`src/hw/rtl/tgss_pkg.sv`:
```
// shared types and constants of the timed gas sample sequencer
// used by tgss_ctrl, tgss_dp, the top level and the checker; no dependencies
package tgss_pkg;

  localparam int unsigned TimeW = 32;
  localparam int unsigned ValW  = 15;
  localparam int unsigned SumW  = 23;
  localparam int unsigned CntW  = 8;
  localparam int unsigned GapW  = 16;
  localparam int unsigned CfgW  = 32;
  localparam int unsigned CfgAw = 3;
  localparam int unsigned DivCntW = 5;
  localparam logic [DivCntW-1:0] DivSteps = DivCntW'(SumW);

  localparam int unsigned InDataW  = 56;
  localparam int unsigned OutDataW = 32;

  // register indexes
  localparam logic [CfgAw-1:0] CFG_WARMUP  = 3'd0;
  localparam logic [CfgAw-1:0] CFG_INTERVAL = 3'd1;
  localparam logic [CfgAw-1:0] CFG_FLUSH   = 3'd2;
  localparam logic [CfgAw-1:0] CFG_SETTLE  = 3'd3;
  localparam logic [CfgAw-1:0] CFG_GAP     = 3'd4;
  localparam logic [CfgAw-1:0] CFG_SAMPLES = 3'd5;
  localparam logic [CfgAw-1:0] CFG_FRESH   = 3'd6;
  localparam logic [CfgAw-1:0] CFG_BACKOFF = 3'd7;

  // register reset values
  localparam logic [TimeW-1:0] WarmupRst   = 32'd300000;
  localparam logic [TimeW-1:0] IntervalRst = 32'd60000;
  localparam logic [TimeW-1:0] FlushRst    = 32'd3000;
  localparam logic [TimeW-1:0] SettleRst   = 32'd1000;
  localparam logic [GapW-1:0]  GapRst      = 16'd250;
  localparam logic [CntW-1:0]  SamplesRst  = 8'd10;
  localparam logic [TimeW-1:0] FreshRst    = 32'd15000;
  localparam logic [TimeW-1:0] BackoffRst  = 32'd1000;

  typedef enum logic [2:0] {
    PH_UNINIT  = 3'd0,
    PH_WARMUP  = 3'd1,
    PH_WAITING = 3'd2,
    PH_FLUSH   = 3'd3,
    PH_SETTLE  = 3'd4,
    PH_SAMPLE  = 3'd5,
    PH_GAP     = 3'd6,
    PH_BACKOFF = 3'd7
  } phase_e;

  typedef enum logic [2:0] {
    ERR_NONE     = 3'd0,
    ERR_NOSTART  = 3'd1,
    ERR_ZEROCNT  = 3'd2,
    ERR_INITFAIL = 3'd3,
    ERR_READFAIL = 3'd4
  } err_e;

  typedef enum logic [1:0] {
    FN_TICK    = 2'd0,
    FN_START   = 2'd1,
    FN_REQUEST = 2'd2
  } func_e;

  typedef enum logic [2:0] {
    ST_IDLE,
    ST_CALC,
    ST_UPDATE,
    ST_DIV,
    ST_RESULT
  } ctrl_state_e;

  // controller to datapath
  typedef struct packed {
    logic capture;
    logic calc;
    logic update;
    logic div_run;
    logic out_load;
  } cmd_t;

  // datapath to controller
  typedef struct packed {
    logic div_req;
    logic div_last;
    logic out_free;
  } status_t;

endpackage

```
`src/hw/rtl/tgss_ctrl.sv`:
```
// sequencing state machine of the timed gas sample sequencer
// depends on tgss_pkg; drives the command struct of tgss_dp
module tgss_ctrl (
  input  logic              clk_i,
  input  logic              rst_ni,
  input  logic              in_valid_i,
  output logic              in_ready_o,
  input  tgss_pkg::status_t status_i,
  output tgss_pkg::cmd_t    cmd_o
);
  import tgss_pkg::*;

  ctrl_state_e state_q, state_d;

  always_comb begin
    state_d = state_q;
    case (state_q)
      ST_IDLE:   if (in_valid_i) state_d = ST_CALC;
      ST_CALC:   state_d = ST_UPDATE;
      ST_UPDATE: state_d = status_i.div_req ? ST_DIV : ST_RESULT;
      ST_DIV:    if (status_i.div_last) state_d = ST_RESULT;
      ST_RESULT: if (status_i.out_free) state_d = ST_IDLE;
      default:   state_d = ST_IDLE;
    endcase
  end

  always_comb begin
    in_ready_o     = 1'b0;
    cmd_o          = '0;
    case (state_q)
      ST_IDLE: begin
        in_ready_o    = 1'b1;
        cmd_o.capture = in_valid_i;
      end
      ST_CALC:   cmd_o.calc     = 1'b1;
      ST_UPDATE: cmd_o.update   = 1'b1;
      ST_DIV:    cmd_o.div_run  = 1'b1;
      ST_RESULT: cmd_o.out_load = status_i.out_free;
      default: begin
        in_ready_o = 1'b0;
      end
    endcase
  end

  always_ff @(posedge clk_i or negedge rst_ni) begin
    if (!rst_ni) begin
      state_q <= ST_IDLE;
    end else begin
      state_q <= state_d;
    end
  end

endmodule

```
`src/hw/rtl/tgss_dp.sv`:
```
// datapath of the timed gas sample sequencer: settings, sequencer state,
// time compares, bit-serial divider and output register; depends on tgss_pkg
module tgss_dp (
  input  logic                             clk_i,
  input  logic                             rst_ni,
  input  logic                             cfg_we_i,
  input  logic [tgss_pkg::CfgAw-1:0]       cfg_addr_i,
  input  logic [tgss_pkg::CfgW-1:0]        cfg_data_i,
  input  logic [1:0]                       in_user_i,
  input  logic [tgss_pkg::InDataW-1:0]     in_data_i,
  output logic                             out_valid_o,
  input  logic                             out_ready_i,
  output logic [tgss_pkg::OutDataW-1:0]    out_data_o,
  input  tgss_pkg::cmd_t                   cmd_i,
  output tgss_pkg::status_t                status_o
);
  import tgss_pkg::*;

  // settings
  logic [TimeW-1:0] warmup_q, interval_q, flush_q, settle_q, fresh_q, backoff_q;
  logic [GapW-1:0]  gap_q;
  logic [CntW-1:0]  samples_q;

  // captured item
  func_e            func_q;
  logic [TimeW-1:0] now_q;
  logic             init_ok_q, sample_ok_q;
  logic [ValW-1:0]  value_q;

  // time compares
  logic expired_q, due_q, stale_q;

  // sequencer state
  phase_e           phase_q, phase_d;
  logic [TimeW-1:0] ph_start_q, ph_start_d, ph_len_q, ph_len_d;
  logic             valid_q, valid_d, early_q, early_d, valve_q, valve_d;
  logic             started_q, started_d;
  logic [TimeW-1:0] last_done_q, last_done_d;
  logic [ValW-1:0]  avg_q, avg_d;
  logic [SumW-1:0]  sum_q, sum_d;
  logic [CntW-1:0]  cnt_q, cnt_d;
  err_e             err_q, err_d;

  // divider
  logic [CntW-1:0]    rem_q, rem_d, den_q, den_d;
  logic [SumW-1:0]    quo_q, quo_d;
  logic [DivCntW-1:0] div_cnt_q, div_cnt_d;
  logic [CntW:0]      shifted, trial;
  logic               qbit;

  // output register
  logic                out_valid_q, out_valid_d;
  logic [OutDataW-1:0] out_data_q, out_data_d;

  logic [SumW-1:0]  sum_inc;
  logic [CntW-1:0]  cnt_inc;
  logic             cycle_done, need_div;
  logic [TimeW-1:0] age_now, age_ph, age_done;
  logic             fresh_now, busy;

  always_ff @(posedge clk_i or negedge rst_ni) begin
    if (!rst_ni) begin
      warmup_q   <= WarmupRst;
      interval_q <= IntervalRst;
      flush_q    <= FlushRst;
      settle_q   <= SettleRst;
      gap_q      <= GapRst;
      samples_q  <= SamplesRst;
      fresh_q    <= FreshRst;
      backoff_q  <= BackoffRst;
    end else if (cfg_we_i) begin
      case (cfg_addr_i)
        CFG_WARMUP:   warmup_q   <= cfg_data_i;
        CFG_INTERVAL: interval_q <= cfg_data_i;
        CFG_FLUSH:    flush_q    <= cfg_data_i;
        CFG_SETTLE:   settle_q   <= cfg_data_i;
        CFG_GAP:      gap_q      <= cfg_data_i[GapW-1:0];
        CFG_SAMPLES:  samples_q  <= cfg_data_i[CntW-1:0];
        CFG_FRESH:    fresh_q    <= cfg_data_i;
        CFG_BACKOFF:  backoff_q  <= cfg_data_i;
        default:      warmup_q   <= warmup_q;
      endcase
    end
  end

  always_ff @(posedge clk_i) begin
    if (cmd_i.capture) begin
      func_q      <= func_e'(in_user_i);
      now_q       <= in_data_i[TimeW-1:0];
      init_ok_q   <= in_data_i[TimeW];
      sample_ok_q <= in_data_i[TimeW+1];
      value_q     <= in_data_i[TimeW+2 +: ValW];
    end
  end

  assign age_ph   = now_q - ph_start_q;
  assign age_done = now_q - last_done_q;

  always_ff @(posedge clk_i) begin
    if (cmd_i.calc) begin
      expired_q <= (age_ph >= ph_len_q);
      due_q     <= (age_done >= interval_q);
      stale_q   <= !(valid_q && (age_done <= fresh_q));
    end
  end

  assign sum_inc    = sum_q + SumW'(value_q);
  assign cnt_inc    = cnt_q + 1'b1;
  assign cycle_done = (cnt_inc == '0) || (cnt_inc >= samples_q);
  assign need_div   = (func_q == FN_TICK) && (phase_q == PH_SAMPLE) && sample_ok_q
                      && cycle_done;

  // one quotient bit per cycle, restoring
  assign shifted = {rem_q, quo_q[SumW-1]};
  assign trial   = shifted - {1'b0, den_q};
  assign qbit    = (shifted >= {1'b0, den_q});

  always_comb begin
    phase_d     = phase_q;
    ph_start_d  = ph_start_q;
    ph_len_d    = ph_len_q;
    valid_d     = valid_q;
    early_d     = early_q;
    valve_d     = valve_q;
    started_d   = started_q;
    last_done_d = last_done_q;
    avg_d       = avg_q;
    sum_d       = sum_q;
    cnt_d       = cnt_q;
    err_d       = err_q;
    rem_d       = rem_q;
    den_d       = den_q;
    quo_d       = quo_q;
    div_cnt_d   = div_cnt_q;
    if (cmd_i.update) begin
      started_d = 1'b0;
      case (func_q)
        FN_TICK: begin
          case (phase_q)
            PH_WARMUP, PH_BACKOFF: begin
              if (expired_q) begin
                phase_d    = PH_WAITING;
                ph_start_d = now_q;
                ph_len_d   = '0;
              end
            end
            PH_WAITING: begin
              if (early_q || !valid_q || due_q) begin
                early_d    = 1'b0;
                sum_d      = '0;
                cnt_d      = '0;
                valve_d    = 1'b1;
                phase_d    = PH_FLUSH;
                ph_start_d = now_q;
                ph_len_d   = flush_q;
              end
            end
            PH_FLUSH: begin
              if (expired_q) begin
                valve_d    = 1'b0;
                phase_d    = PH_SETTLE;
                ph_start_d = now_q;
                ph_len_d   = settle_q;
              end
            end
            PH_SETTLE: begin
              if (expired_q) begin
                sum_d      = '0;
                cnt_d      = '0;
                phase_d    = PH_SAMPLE;
                ph_start_d = now_q;
                ph_len_d   = '0;
              end
            end
            PH_SAMPLE: begin
              ph_start_d = now_q;
              if (!sample_ok_q) begin
                valve_d  = 1'b0;
                err_d    = ERR_READFAIL;
                phase_d  = PH_BACKOFF;
                ph_len_d = backoff_q;
              end else begin
                sum_d = sum_inc;
                cnt_d = cnt_inc;
                if (cycle_done) begin
                  valve_d     = 1'b0;
                  valid_d     = 1'b1;
                  last_done_d = now_q;
                  err_d       = ERR_NONE;
                  phase_d     = PH_WAITING;
                  ph_len_d    = '0;
                  // a wrapped count divides by one
                  rem_d       = '0;
                  quo_d       = sum_inc;
                  den_d       = (cnt_inc == '0) ? CntW'(1) : cnt_inc;
                  div_cnt_d   = DivSteps;
                end else begin
                  phase_d  = PH_GAP;
                  ph_len_d = TimeW'(gap_q);
                end
              end
            end
            PH_GAP: begin
              if (expired_q) begin
                phase_d    = PH_SAMPLE;
                ph_start_d = now_q;
                ph_len_d   = '0;
              end
            end
            default: phase_d = phase_q;
          endcase
        end
        FN_START: begin
          valve_d    = 1'b0;
          ph_start_d = now_q;
          if (samples_q == '0) begin
            err_d    = ERR_ZEROCNT;
            phase_d  = PH_UNINIT;
            ph_len_d = '0;
          end else if (!init_ok_q) begin
            err_d    = ERR_INITFAIL;
            phase_d  = PH_UNINIT;
            ph_len_d = '0;
          end else begin
            valid_d     = 1'b0;
            early_d     = 1'b0;
            last_done_d = '0;
            avg_d       = '0;
            sum_d       = '0;
            cnt_d       = '0;
            err_d       = ERR_NONE;
            phase_d     = PH_WARMUP;
            ph_len_d    = warmup_q;
            started_d   = 1'b1;
          end
        end
        FN_REQUEST: begin
          if (stale_q) early_d = 1'b1;
        end
        default: early_d = early_q;
      endcase
    end else if (cmd_i.div_run) begin
      rem_d     = qbit ? trial[CntW-1:0] : shifted[CntW-1:0];
      quo_d     = {quo_q[SumW-2:0], qbit};
      div_cnt_d = div_cnt_q - 1'b1;
      if (div_cnt_q == DivCntW'(1)) avg_d = quo_d[ValW-1:0];
    end
  end

  always_ff @(posedge clk_i or negedge rst_ni) begin
    if (!rst_ni) begin
      phase_q     <= PH_UNINIT;
      ph_start_q  <= '0;
      ph_len_q    <= '0;
      valid_q     <= 1'b0;
      early_q     <= 1'b0;
      valve_q     <= 1'b0;
      started_q   <= 1'b0;
      last_done_q <= '0;
      avg_q       <= '0;
      sum_q       <= '0;
      cnt_q       <= '0;
      err_q       <= ERR_NOSTART;
      div_cnt_q   <= '0;
    end else begin
      phase_q     <= phase_d;
      ph_start_q  <= ph_start_d;
      ph_len_q    <= ph_len_d;
      valid_q     <= valid_d;
      early_q     <= early_d;
      valve_q     <= valve_d;
      started_q   <= started_d;
      last_done_q <= last_done_d;
      avg_q       <= avg_d;
      sum_q       <= sum_d;
      cnt_q       <= cnt_d;
      err_q       <= err_d;
      div_cnt_q   <= div_cnt_d;
    end
  end

  always_ff @(posedge clk_i) begin
    rem_q <= rem_d;
    den_q <= den_d;
    quo_q <= quo_d;
  end

  // result fields from the state after the item
  assign age_now   = now_q - last_done_q;
  assign fresh_now = valid_q && (age_now <= fresh_q);
  assign busy      = (phase_q == PH_FLUSH) || (phase_q == PH_SETTLE) ||
                     (phase_q == PH_SAMPLE) || (phase_q == PH_GAP);

  always_comb begin
    out_valid_d = out_valid_q;
    out_data_d  = out_data_q;
    if (cmd_i.out_load) begin
      out_valid_d = 1'b1;
      out_data_d  = {6'b0, err_q, busy, avg_q, fresh_now, valid_q, started_q,
                     valve_q, phase_q};
    end else if (out_ready_i) begin
      out_valid_d = 1'b0;
    end
  end

  always_ff @(posedge clk_i or negedge rst_ni) begin
    if (!rst_ni) begin
      out_valid_q <= 1'b0;
    end else begin
      out_valid_q <= out_valid_d;
    end
  end

  always_ff @(posedge clk_i) begin
    out_data_q <= out_data_d;
  end

  assign out_valid_o       = out_valid_q;
  assign out_data_o        = out_data_q;
  assign status_o.div_req  = need_div;
  assign status_o.div_last = (div_cnt_q == DivCntW'(1));
  assign status_o.out_free = !out_valid_q || out_ready_i;

endmodule

```
`src/hw/rtl/timed_gas_sample_sequencer.sv`:
```
// top level of the timed gas sample sequencer
// instantiates tgss_ctrl and tgss_dp; depends on tgss_pkg
//
// channel   | direction | fields (lowest bit first)
// ----------+-----------+---------------------------------------------------------
// s_axis    | in        | tuser: func; tdata: now_ms, sensor_init_ok, sample_ok,
//           |           |        sample_value, zero fill to 56 bits
// m_axis    | out       | tdata: phase, valve_open, start_ok, value_valid,
//           |           |        value_fresh, average_value, busy_res, error_code,
//           |           |        zero fill to 32 bits
// cfg       | in        | cfg_we_i, cfg_addr_i (register index), cfg_data_i
//
// sequence: one item at a time; the item is captured, the time compares and the
// state update follow, then the bit-serial divider when the item completes an
// average (one quotient bit per cycle over the 23-bit sample sum), then the
// result is loaded; the input is ready again as the result becomes valid
// reset: asynchronous, active low; settings return to their defaults, the
// sequencer to uninitialised with error "not started"
// stalls: the result sits in an output register; the next item is taken while
// it waits, and its own result is held back until the register frees
module timed_gas_sample_sequencer (
  input  logic                          clk_i,
  input  logic                          rst_ni,
  // configuration writes
  input  logic                          cfg_we_i,
  input  logic [tgss_pkg::CfgAw-1:0]    cfg_addr_i,
  input  logic [tgss_pkg::CfgW-1:0]     cfg_data_i,
  // input items
  input  logic                          s_axis_tvalid,
  output logic                          s_axis_tready,
  input  logic [1:0]                    s_axis_tuser,  // func
  // now_ms, sensor_init_ok, sample_ok, sample_value, zero fill
  input  logic [tgss_pkg::InDataW-1:0]  s_axis_tdata,
  // results
  output logic                          m_axis_tvalid,
  input  logic                          m_axis_tready,
  // phase, valve_open, start_ok, value_valid, value_fresh, average_value,
  // busy_res, error_code, zero fill
  output logic [tgss_pkg::OutDataW-1:0] m_axis_tdata
);
  import tgss_pkg::*;

  cmd_t    cmd;
  status_t status;

  // sequencing: capture, time compares, state update, divide, result
  tgss_ctrl u_ctrl (
    .clk_i      (clk_i),
    .rst_ni     (rst_ni),
    .in_valid_i (s_axis_tvalid),
    .in_ready_o (s_axis_tready),
    .status_i   (status),
    .cmd_o      (cmd)
  );

  // settings, sequencer state, divider and output register
  tgss_dp u_dp (
    .clk_i       (clk_i),
    .rst_ni      (rst_ni),
    .cfg_we_i    (cfg_we_i),
    .cfg_addr_i  (cfg_addr_i),
    .cfg_data_i  (cfg_data_i),
    .in_user_i   (s_axis_tuser),
    .in_data_i   (s_axis_tdata),
    .out_valid_o (m_axis_tvalid),
    .out_ready_i (m_axis_tready),
    .out_data_o  (m_axis_tdata),
    .cmd_i       (cmd),
    .status_o    (status)
  );

endmodule

```
`config.mk`:
```
export PLATFORM = sky130hd
export DESIGN_NAME = timed_gas_sample_sequencer
export DESIGN_NICKNAME = d
export VERILOG_FILES = /design/src/hw/rtl/tgss_pkg.sv /design/src/hw/rtl/tgss_ctrl.sv /design/src/hw/rtl/tgss_dp.sv /design/src/hw/rtl/timed_gas_sample_sequencer.sv
export SDC_FILE = /design/constraint.sdc
export NUM_CORES = 1
export LEC_CHECK = 0
export BUFFER_PORTS_ARGS = -buffer_cell sky130_fd_sc_hd__buf_2
export CORE_ASPECT_RATIO = 0.8
export CORE_MARGIN = 2
export CORE_UTILIZATION = 56
export DETAILED_ROUTE_END_ITERATION = 6
export HOLD_SLACK_MARGIN = 0.05
export PLACE_DENSITY = 0.84
export SETUP_SLACK_MARGIN = 0.2
export SYNTH_ARGS = -nofsm -noshare
export SYNTH_HDL_FRONTEND = slang
export SYNTH_SLANG_ARGS = --single-unit
```
`constraint.sdc`:
```
create_clock -name clk_i -period 4.3 [get_ports clk_i]
set_input_delay 0.86 -clock clk_i [delete_from_list [all_inputs] [get_ports clk_i]]
set_output_delay 0.86 -clock clk_i [all_outputs]
set_load 0.1 [all_outputs]
```
* Yosys cells after proc, flatten, opt, wreduce, memory -nomap -nowiden
Index checks and enable logic that the tools add are counted.
** Storage, ports and cells
- Flip-flop bits (word level) :: 496
- Bits in latches :: 0
- Bits in writable memories :: 0
- Bits in read-only memories :: 0
- Bits of input ports :: 98
- Word-level logic and storage cells :: 254
- Memories kept :: 0
** Cells by class
- Add/subtract/negate cells :: 6
- Multipliers :: 0
- Divide/modulo/power cells :: 0
- Magnitude comparators :: 5
- Equal/unequal tests :: 54
- Shift-type cells :: 0
- Mux-type cells :: 106
- Bitwise gates (word level) :: 0
- Reductions and logical operators :: 48
** Operators by type and width (count)
- $mux 32 :: 13
- $mux 23 :: 11
- $pmux 32 s2 :: 3
- $pmux 32 s4 :: 1
- $mux 8 :: 12
- $pmux 32 s3 :: 1
- $mux 15 :: 6
- $pmux 23 s3 :: 1
- $ge 32x32->1 :: 2
- $sub 32x32->32 :: 2
- $pmux 23 s2 :: 1
- $mux 3 :: 15
- $le 32x32->1 :: 1
- $mux 5 :: 6
- $pmux 3 s5 :: 2
- $eq 3x3->1 const B :: 9
- $mux 1 :: 24
- $pmux 8 s3 :: 1
- $add 23x15->23 :: 1
- $ne 2x1->1 const B :: 11
- $ne 3x2->1 const B :: 7
- $reduce_and 7->1 :: 3
- $reduce_and 5->1 :: 4
- $eq 3x2->1 const B :: 6
- 36 further kinds :: 76

* Logic depth before layout (Yosys ltp)
Gate-level depths: netlist of the first run.
- Word-level depth :: 8
- Depth in mapped cells :: 22
- Gate-level depth less buffers :: 22

* Cells and area by module
From an unflattened synthesis of the first run, not the netlist that was laid out.
** Unflattened totals
- Cells, all modules :: 2445
- Area total of the unflattened synthesis :: 26475.4 um^2
** Modules (own cells, without submodules)
- tgss_dp :: instances 1, cells each 2422, area an instance 26275.2 um^2, sequential area each 12995.0 um^2
- tgss_ctrl :: instances 1, cells each 23, area an instance 200.2 um^2, sequential area each 75.1 um^2

* Worst setup path before layout of the first run
OpenSTA, ideal clock, no wires.
- Kind :: register to register
- From :: reg u_dp.now_q[1]
- To :: reg u_dp.stale_q, data pin
- Setup time :: 287 ps
- Arrival time :: 4359 ps
- Required time :: 4013 ps
- Setup slack :: -346 ps
- Stages on the path, launching flop included :: 21
- Clock period less this slack :: 4646 ps
- Path through :: edfxtp_1 -> ha_1 -> nor2b_1 -> o311ai_0 -> a31oi_1 -> o21ai_0 -> a21oi_1 -> o41ai_1 -> o2111ai_1 -> a21oi_1 -> xnor2_1 -> ha_1 -> a21o_1 -> a21o_1 -> a21o_1 -> a21o_1 -> a21o_1 -> a21o_1 -> a21o_1 -> a221oi_1 -> a41oi_1
** On the way
- Word-level cells in the longest chain between the ends :: 4
** RTL lines
- start: declaration :: RTL line tgss_dp.sv:26 : logic [TimeW-1:0] now_q;
- start signal: assignment :: RTL line tgss_dp.sv:89 : now_q <= in_data_i[TimeW-1:0];
- $sub 32x32->32 :: RTL line tgss_dp.sv:97 : assign age_done = now_q - last_done_q;
- $le 32x32->1 :: RTL line tgss_dp.sv:103 : stale_q <= !(valid_q && (age_done <= fresh_q));
- $logic_and 1x1->1 :: RTL line tgss_dp.sv:103
- $logic_not 1->1 :: RTL line tgss_dp.sv:103
- end signal: assignment :: RTL line tgss_dp.sv:103
- end: declaration :: RTL line tgss_dp.sv:31 : logic expired_q, due_q, stale_q;
No other way between the ends.
A chain may end at the register's enable or synchronous reset.

* Worst setup path in the final report of the first run
Same ends and word-level chain as after synthesis.

==> results of run 1 <==
-- critical path: stages, from the launching register on --
cell       delay [ns]
edfxtp_1         0.41
ha_1             0.29
nor2b_4          0.14
o311ai_4         0.29
a31oi_4          0.15
buf_6            0.15
o21ai_4          0.12
a21oi_2          0.08
o41ai_2          0.26
o2111ai_1        0.17
a21oi_1          0.19
xnor2_1          0.20
ha_1             0.31
a21o_1           0.17
a21o_1           0.15
a21o_1           0.16
a21o_1           0.15
a21o_1           0.15
a21o_1           0.17
a21o_1           0.19
a221oi_4         0.29
a41oi_1          0.08
-- placed cells by master (no fill, tap or decap), types with 16 or more instances in the layout --
cell type and instances:
xnor2_1 57, a22o_1 54, a222oi_1 16, nor2_1 79
xor2_1 30, buf_4 153, o21ai_0 126, dfstp_2 50
clkbuf_16 50, a221o_1 16, mux2_2 218, nand2_1 159
nand2b_1 20, edfxtp_1 119, nand4_1 28, buf_2 117
o21a_1 19, a311oi_1 18, inv_1 208, dfrtp_1 327
nor3_1 38, a21oi_1 92, ha_1 178, a21o_1 68
a21boi_0 18, nor2b_1 24, nand3_1 28
-- report_power, final --
group	switching, µW	internal (µW)	total, µW
clock network	1900	2710	4610
registers	738	6160	6900
logic	5620	4160	9780
total	8260	13000	21300
-- through the flow --
stage / util (%) / hold slack [ns] / setup TNS (ns) / cells / instance area, µm²
after floorplan: - / 0.419 / 0 / 2380 / 26700
after detailed placement: 61.2 / 0.438 / -1.33 / 3143 / 28700
after global placement: 61.2 / 0.441 / -0.961 / 3143 / 28700
after global routing: 66.6 / 0.389 / -1.35 / 3266 / 31300
after CTS: 65.8 / 0.368 / -0.299 / 3250 / 30800
final: 66.6 / 0.317 / -0.607 / 3266 / 31300
-- what timing repair did --
| action | 4_1_cts | 5_1_grt |
|---|---|---|
| setup endpoints to repair | 4 | 4 |
| hold endpoints to repair | 0 | 0 |
| pin swaps | 45 | 35 |
| resized for setup | 51 | 54 |
| setup buffers | 16 | 13 |
-- registers in the layout, indices dropped and copies added (netlist names), 3 cells and up --
signal / cells
u_dp.backoff_q: 32
u_dp.flush_q: 32
u_dp.fresh_q: 32
u_dp.interval_q: 32
u_dp.last_done_q: 32
u_dp.now_q: 32
u_dp.ph_len_q: 32
u_dp.ph_start_q: 32
u_dp.settle_q: 32
u_dp.warmup_q: 32
u_dp.out_data_o: 26
u_dp.quo_q: 23
u_dp.sum_q: 23
u_dp.gap_q: 16
u_dp.avg_q: 15
u_dp.value_q: 15
u_dp.cnt_q: 8
u_dp.den_q: 8
u_dp.rem_q: 8
u_dp.samples_q: 8
u_dp.div_cnt_q: 5
u_ctrl.state_q: 3
u_dp.err_q: 3
u_dp.phase_q: 3
-- area by class of cell --
class / instances / area, µm²
Timing Repair Buffer: 282 / 1910
Inverter: 212 / 796
Tap cell: 620 / 776
Fill cell: 3276 / 15600
Clock buffer: 66 / 1400
Clock inverter: 25 / 339
Sequential cell: 496 / 13100
Antenna cell: 3 / 7.51
Multi-Input combinational cell: 1562 / 13000
-- metal layers --
| metal | share of wire (%) | global-route usage, % | wire [µm] | vias up |
|---|---|---|---|---|
| met5 | 0 | 0 | 0 | - |
| met3 | 9.5 | 6.18 | 6910 | 161 |
| met4 | 2.9 | 9.67 | 2080 | 0 |
| met1 | 42 | 41.9 | 30900 | 10300 |
| met2 | 45 | 43.8 | 33000 | 1067 |
| li1 | - | - | - | 9081 |
-- path summary, 6_finish.rpt --
kind | from | to | slack, ns | cells after the start
worst max-delay path | u_dp.now_q[1] | u_dp.stale_q | -0.22 | 21
worst max register to register | u_dp.now_q[1] | u_dp.stale_q | -0.22 | 21
worst min register to register | u_dp.avg_q[11] | u_dp.out_data_o[18] | 0.46 | 0
min in group clk_i | s_axis_tdata[32] | u_dp.init_ok_q | 0.43 | 1
worst min-delay path | rst_ni | u_dp.cnt_q[0] | 0.32 | 1
max in group asynchronous | rst_ni | u_dp.backoff_q[14] | 2.74 | 2
-- cell families (layout without fill, tap and decap cells) --
group / Yosys count / count (layout) / synth area share [%]
simple gates: 451 / 451 / 8.19
other cells: 1 / 9 / 0.0141
flops: 496 / 496 / 49.2
fa+ha+maj: 200 / 200 / 9.53
compound gates: 591 / 591 / 15.9
buf+inv: 322 / 585 / 4.75
xor+xnor: 93 / 93 / 3.06
mux: 221 / 221 / 9.35
==> qor.yml, run 1 <==
flow_run:
  max-cap-violations: 0
floorplan:
  initial_core_util_pct: 56.7
  core_mm2: 0.0469
  die_y_um: 199
  io_pins: 132
  rows: 71
  die_area_mm2: 0.0492
  die_x_um: 248
outcome:
  failed_checks: "negative setup slack"
  status: "complete, but fails checks"
global_routing:
  grt_max_degree: 112
  grtUsageTotal_pct: 29.1
  grt_pass1_vias: 20600
  grt.overflow.total: 0
  grt_first_pass_wirelength_um: 112000
  antenna_found_initial: 3
placement:
  place_ws_ns: -0.408
  io_buffers: 118
  dpl.hpwl_um: 48000
  finalWeightedCongestion: 0.930
logic_synthesis:
  synth.area.top_cells: "dfrtp_1, edfxtp_1, mux2_2"
  synth-edff-count: 119
  ys_warn_count: 0
  synth_cell_types: 74
  post-synth-top-count-cell: "dfrtp_1"
  yosys-top-cells-count: "dfrtp_1, mux2_2, inv_1"
  synth_top_flop_cell: "dfrtp_1"
  synth_area_leader_cell: "dfrtp_1"
  synth_top_area_share_pct: 30.8
  synth_area_per_cell_um2: 11.2
  ys_seq_area_share_pct: 49.2
  syn_area_mm2: 0.0266
  synth-async-reset-ratio_pct: 76.0
  syn_inst: 2375
  ys_seq_elements: 496
timing:
  finalHoldViolCount: 0
  skew_ns: 0.0242
  period_needed_ns: 4.52
  rsz0062_at_grt: "true"
  max-slew-margin-rel_pct: 22.3
  setup_viol: 4
  fmax_mhz: 221
  fin_ws_ns: -0.225
  report.final.slew_viol_count: 0
  worstMarginPinSlew_ns: 1.16
  fin_crit_sh_pct: 105
cts:
  root_buffer: "clkbuf_16"
  cts_buffers: 50
  htreeDepth: 2
  cts.path.max_buffers: 3
  clock-sinks: 496
  cts.hold.buffers_added: 0
  cts_tree: "done"
  clk_pin_slew_ns: 0.06
  insertion_delay_ns: 0.60
critical_path:
  critPathMaxFanout: 2
  start_kind: "flop"
  required_ns: 4.63
  critical_path_class: "reg2reg"
  critPathArrivalTime_ns: 4.85
  end_kind: "flop"
power_and_ir_drop:
  ir_drop_mv: 0.349
  p_per_area_mw_per_mm2: 681
  finalPower_uw: 21300
  p_leak_uw: 0.0140
final_layout:
  drive_above_1_share_pct: 28.6
  nNetsFinal: 2902
  area_growth_pct: 17.6
route:
  wl_per_cell_um: 22.3
  drtIter0Drc: 2280
  antenna_left: 0
  drtPass1Iterations: 6
  drt-total-wl_um: 72800
  vias: 20600
  drc: 0
  vias_per_cell: 6.32
worst_hold_path:
  holdCritPathClass: "in2async"
(Power assumes the default switching activity.)
==> run 2: changes to the inputs <==
Settings changed: CORE_UTILIZATION 56 to 50, PLACE_DENSITY 0.84 to 0.77.
==> qor.yml, run 2 (synthesis gave the netlist of run 1 again) <==
cts:
  cts.path.max_buffers: 3
  cts.hold.buffers_added: 0
  root_buffer: "clkbuf_16"
  cts_tree: "done"
  htreeDepth: 2
  cts_buffers: 52
  clk_pin_slew_ns: 0.06
  insertion_delay_ns: 0.63
  clock-sinks: 496
timing:
  rsz0062_at_grt: "true"
  fin_crit_sh_pct: 107
  setup_viol: 4
  report.final.slew_viol_count: 0
  max-slew-margin-rel_pct: 13.4
  fin_ws_ns: -0.312
  period_needed_ns: 4.61
  holdWs_ns: 0.242
  worstMarginPinSlew_ns: 1.30
  finalHoldViolCount: 0
  fmax_mhz: 217
  skew_ns: 0.0273
final_layout:
  final_core_util_pct: 59.3
  drive_above_1_share_pct: 27.4
  final_cell_mix: "dfrtp_1, mux2_2, inv_1, ha_1, nand2_1"
  nNetsFinal: 2900
  area_growth_pct: 17.0
  layout_commonest_cell: "dfrtp_1"
  fin_area_mm2: 0.0311
route:
  vias_per_cell: 5.93
  drtIter0Drc: 1856
  vias: 19800
  drc: 0
  drtPass1Iterations: 6
  wl_per_cell_um: 20.7
  drt-total-wl_um: 69300
  antenna_left: 0
critical_path:
  required_ns: 4.64
  critPathArrivalTime_ns: 4.95
  critPathTopFamily: "compound AO/OA/AOI/OAI gates"
  critical_path_class: "reg2reg"
  critPathMaxFanout: 2
  max_stage_delay_ns: 0.41
  start_kind: "flop"
  reg2reg_depth: 22
  path_common_cell: "a21o_1"
  path_cells: "ha_1 -> nor2b_4 -> o311ai_4 -> a31oi_4 -> buf_6 -> o21ai_4 -> a21oi_2 -> o41ai_2 -> o2111ai_1 -> a21oi_1 -> xnor2_1 -> ha_1 -> a21o_1 -> a21o_1 -> a21o_1 -> a21o_1 -> a21o_1 -> a21o_1 -> a21o_1 -> a221oi_2 -> buf_4 -> a41oi_1"
  cp_num_buf_inv: 2
  path_depth: 22
  crit_slowest_cell: "edfxtp_1"
  end_kind: "flop"
global_routing:
  busiest_layer: "met1"
  grt_pass1_vias: 19900
  grt_max_degree: 97
  antenna_found_initial: 4
  use_met3_pct: 4.77
  grtUsageTotal_pct: 25.2
  grt.overflow.total: 0
  grt_first_pass_wirelength_um: 109000
  met1_usage_pct: 37.7
  use_met2_pct: 37.1
floorplan:
  io_pins: 132
  die_x_um: 262
  initial_core_util_pct: 50.7
  rows: 75
  die_y_um: 210
  core_mm2: 0.0525
  die_area_mm2: 0.0550
placement:
  placed_area_mm2: 0.0288
  finalWeightedCongestion: 0.889
  io_buffers: 118
  dpl.hpwl_um: 47200
  place_ws_ns: -0.484
power_and_ir_drop:
  p_per_area_mw_per_mm2: 664
  p_leak_uw: 0.0139
  finalPower_uw: 20600
  ir_drop_mv: 0.339
outcome:
  failed_checks: "negative setup slack"
  status: "complete, but fails checks"
worst_hold_path:
  holdCritPathClass: "in2async"
flow_run:
  max-cap-violations: 0
-- run 2: cell count changes in the layout (fill, tap and decap cells not counted), moves of 3 or more --
cell,delta
ha_1,+7
buf_6,-4
a21oi_1,+5
clkbuf_16,+3
clkinv_1,+3
inv_2,-3
clkinv_2,+3
inv_1,+3
xnor2_1,+3
a21oi_2,-4
ha_4,-5
bufinv_16,-6
clkbuf_1,+8
xnor2_2,-3
-- run 2: timing repair --
item                       CTS  global route
setup endpoints to repair    4             4
resized for setup           49            20
pin swaps                   47            24
cloned                       0             0
buffers inserted            16            10
-- run 2: power by group --
part	internal [µW]	switching, µW	total, µW
Combinational	4020	5330	9360
Clock	2490	1940	4430
Sequential	6160	695	6850
Total	12700	7970	20600
-- run 2: layer usage --
| layer | part of all wire [%] | vias to the layer above |
|---|---|---|
| li1 | - | 9082 |
| met3 | 7.1 | 119 |
| met1 | 47 | 9942 |
| met4 | 2.3 | 0 |
| met5 | 0 | - |
| met2 | 44 | 683 |
-- run 2: area by class of cell --
cell class | instances | area, µm²
sequential | 496 | 13100
timing repair buffer | 278 | 1880
clock inverter | 22 | 199
antenna | 5 | 12.5
inverter | 212 | 796
tap | 693 | 867
fill | 4048 | 21400
multi-input combinational | 1562 | 12800
clock buffer | 76 | 1490
-- run 2: worst reg2reg max path, cell delays in order, from the launching register on --
cell and delay [ns]:
edfxtp_1 0.41, ha_1 0.30, nor2b_4 0.14, o311ai_4 0.31, a31oi_4 0.16, buf_6 0.15, o21ai_4 0.13, a21oi_2 0.08
o41ai_2 0.35, o2111ai_1 0.15, a21oi_1 0.18, xnor2_1 0.18, ha_1 0.29, a21o_1 0.16, a21o_1 0.16, a21o_1 0.15
a21o_1 0.15, a21o_1 0.15, a21o_1 0.15, a21o_1 0.16, a221oi_2 0.22, buf_4 0.17, a41oi_1 0.04
-- run 2: path summary, 6_finish.rpt --
| path | start | to | slack [ns] |
|---|---|---|---|
| setup / recovery | u_dp.now_q[1] | u_dp.stale_q | -0.31 |
| min in group clk_i | s_axis_tdata[32] | u_dp.init_ok_q | 0.41 |
| hold / removal | rst_ni | u_dp.cnt_q[6] | 0.24 |
| setup reg to reg | u_dp.now_q[1] | u_dp.stale_q | -0.31 |
| hold reg to reg | u_dp.started_q | u_dp.out_data_o[4] | 0.45 |
| max in group asynchronous | rst_ni | u_dp.last_done_q[13] | 2.96 |
-- run 2: per-stage QoR --
stage          cells  setup TNS [ns]
2_1_floorplan   2380               0
3_3_place_gp    3215           -1.18
3_5_place_dp    3215           -1.54
4_1_cts         3329          -0.431
5_1_grt         3343           -1.46
6_report        3344          -0.714
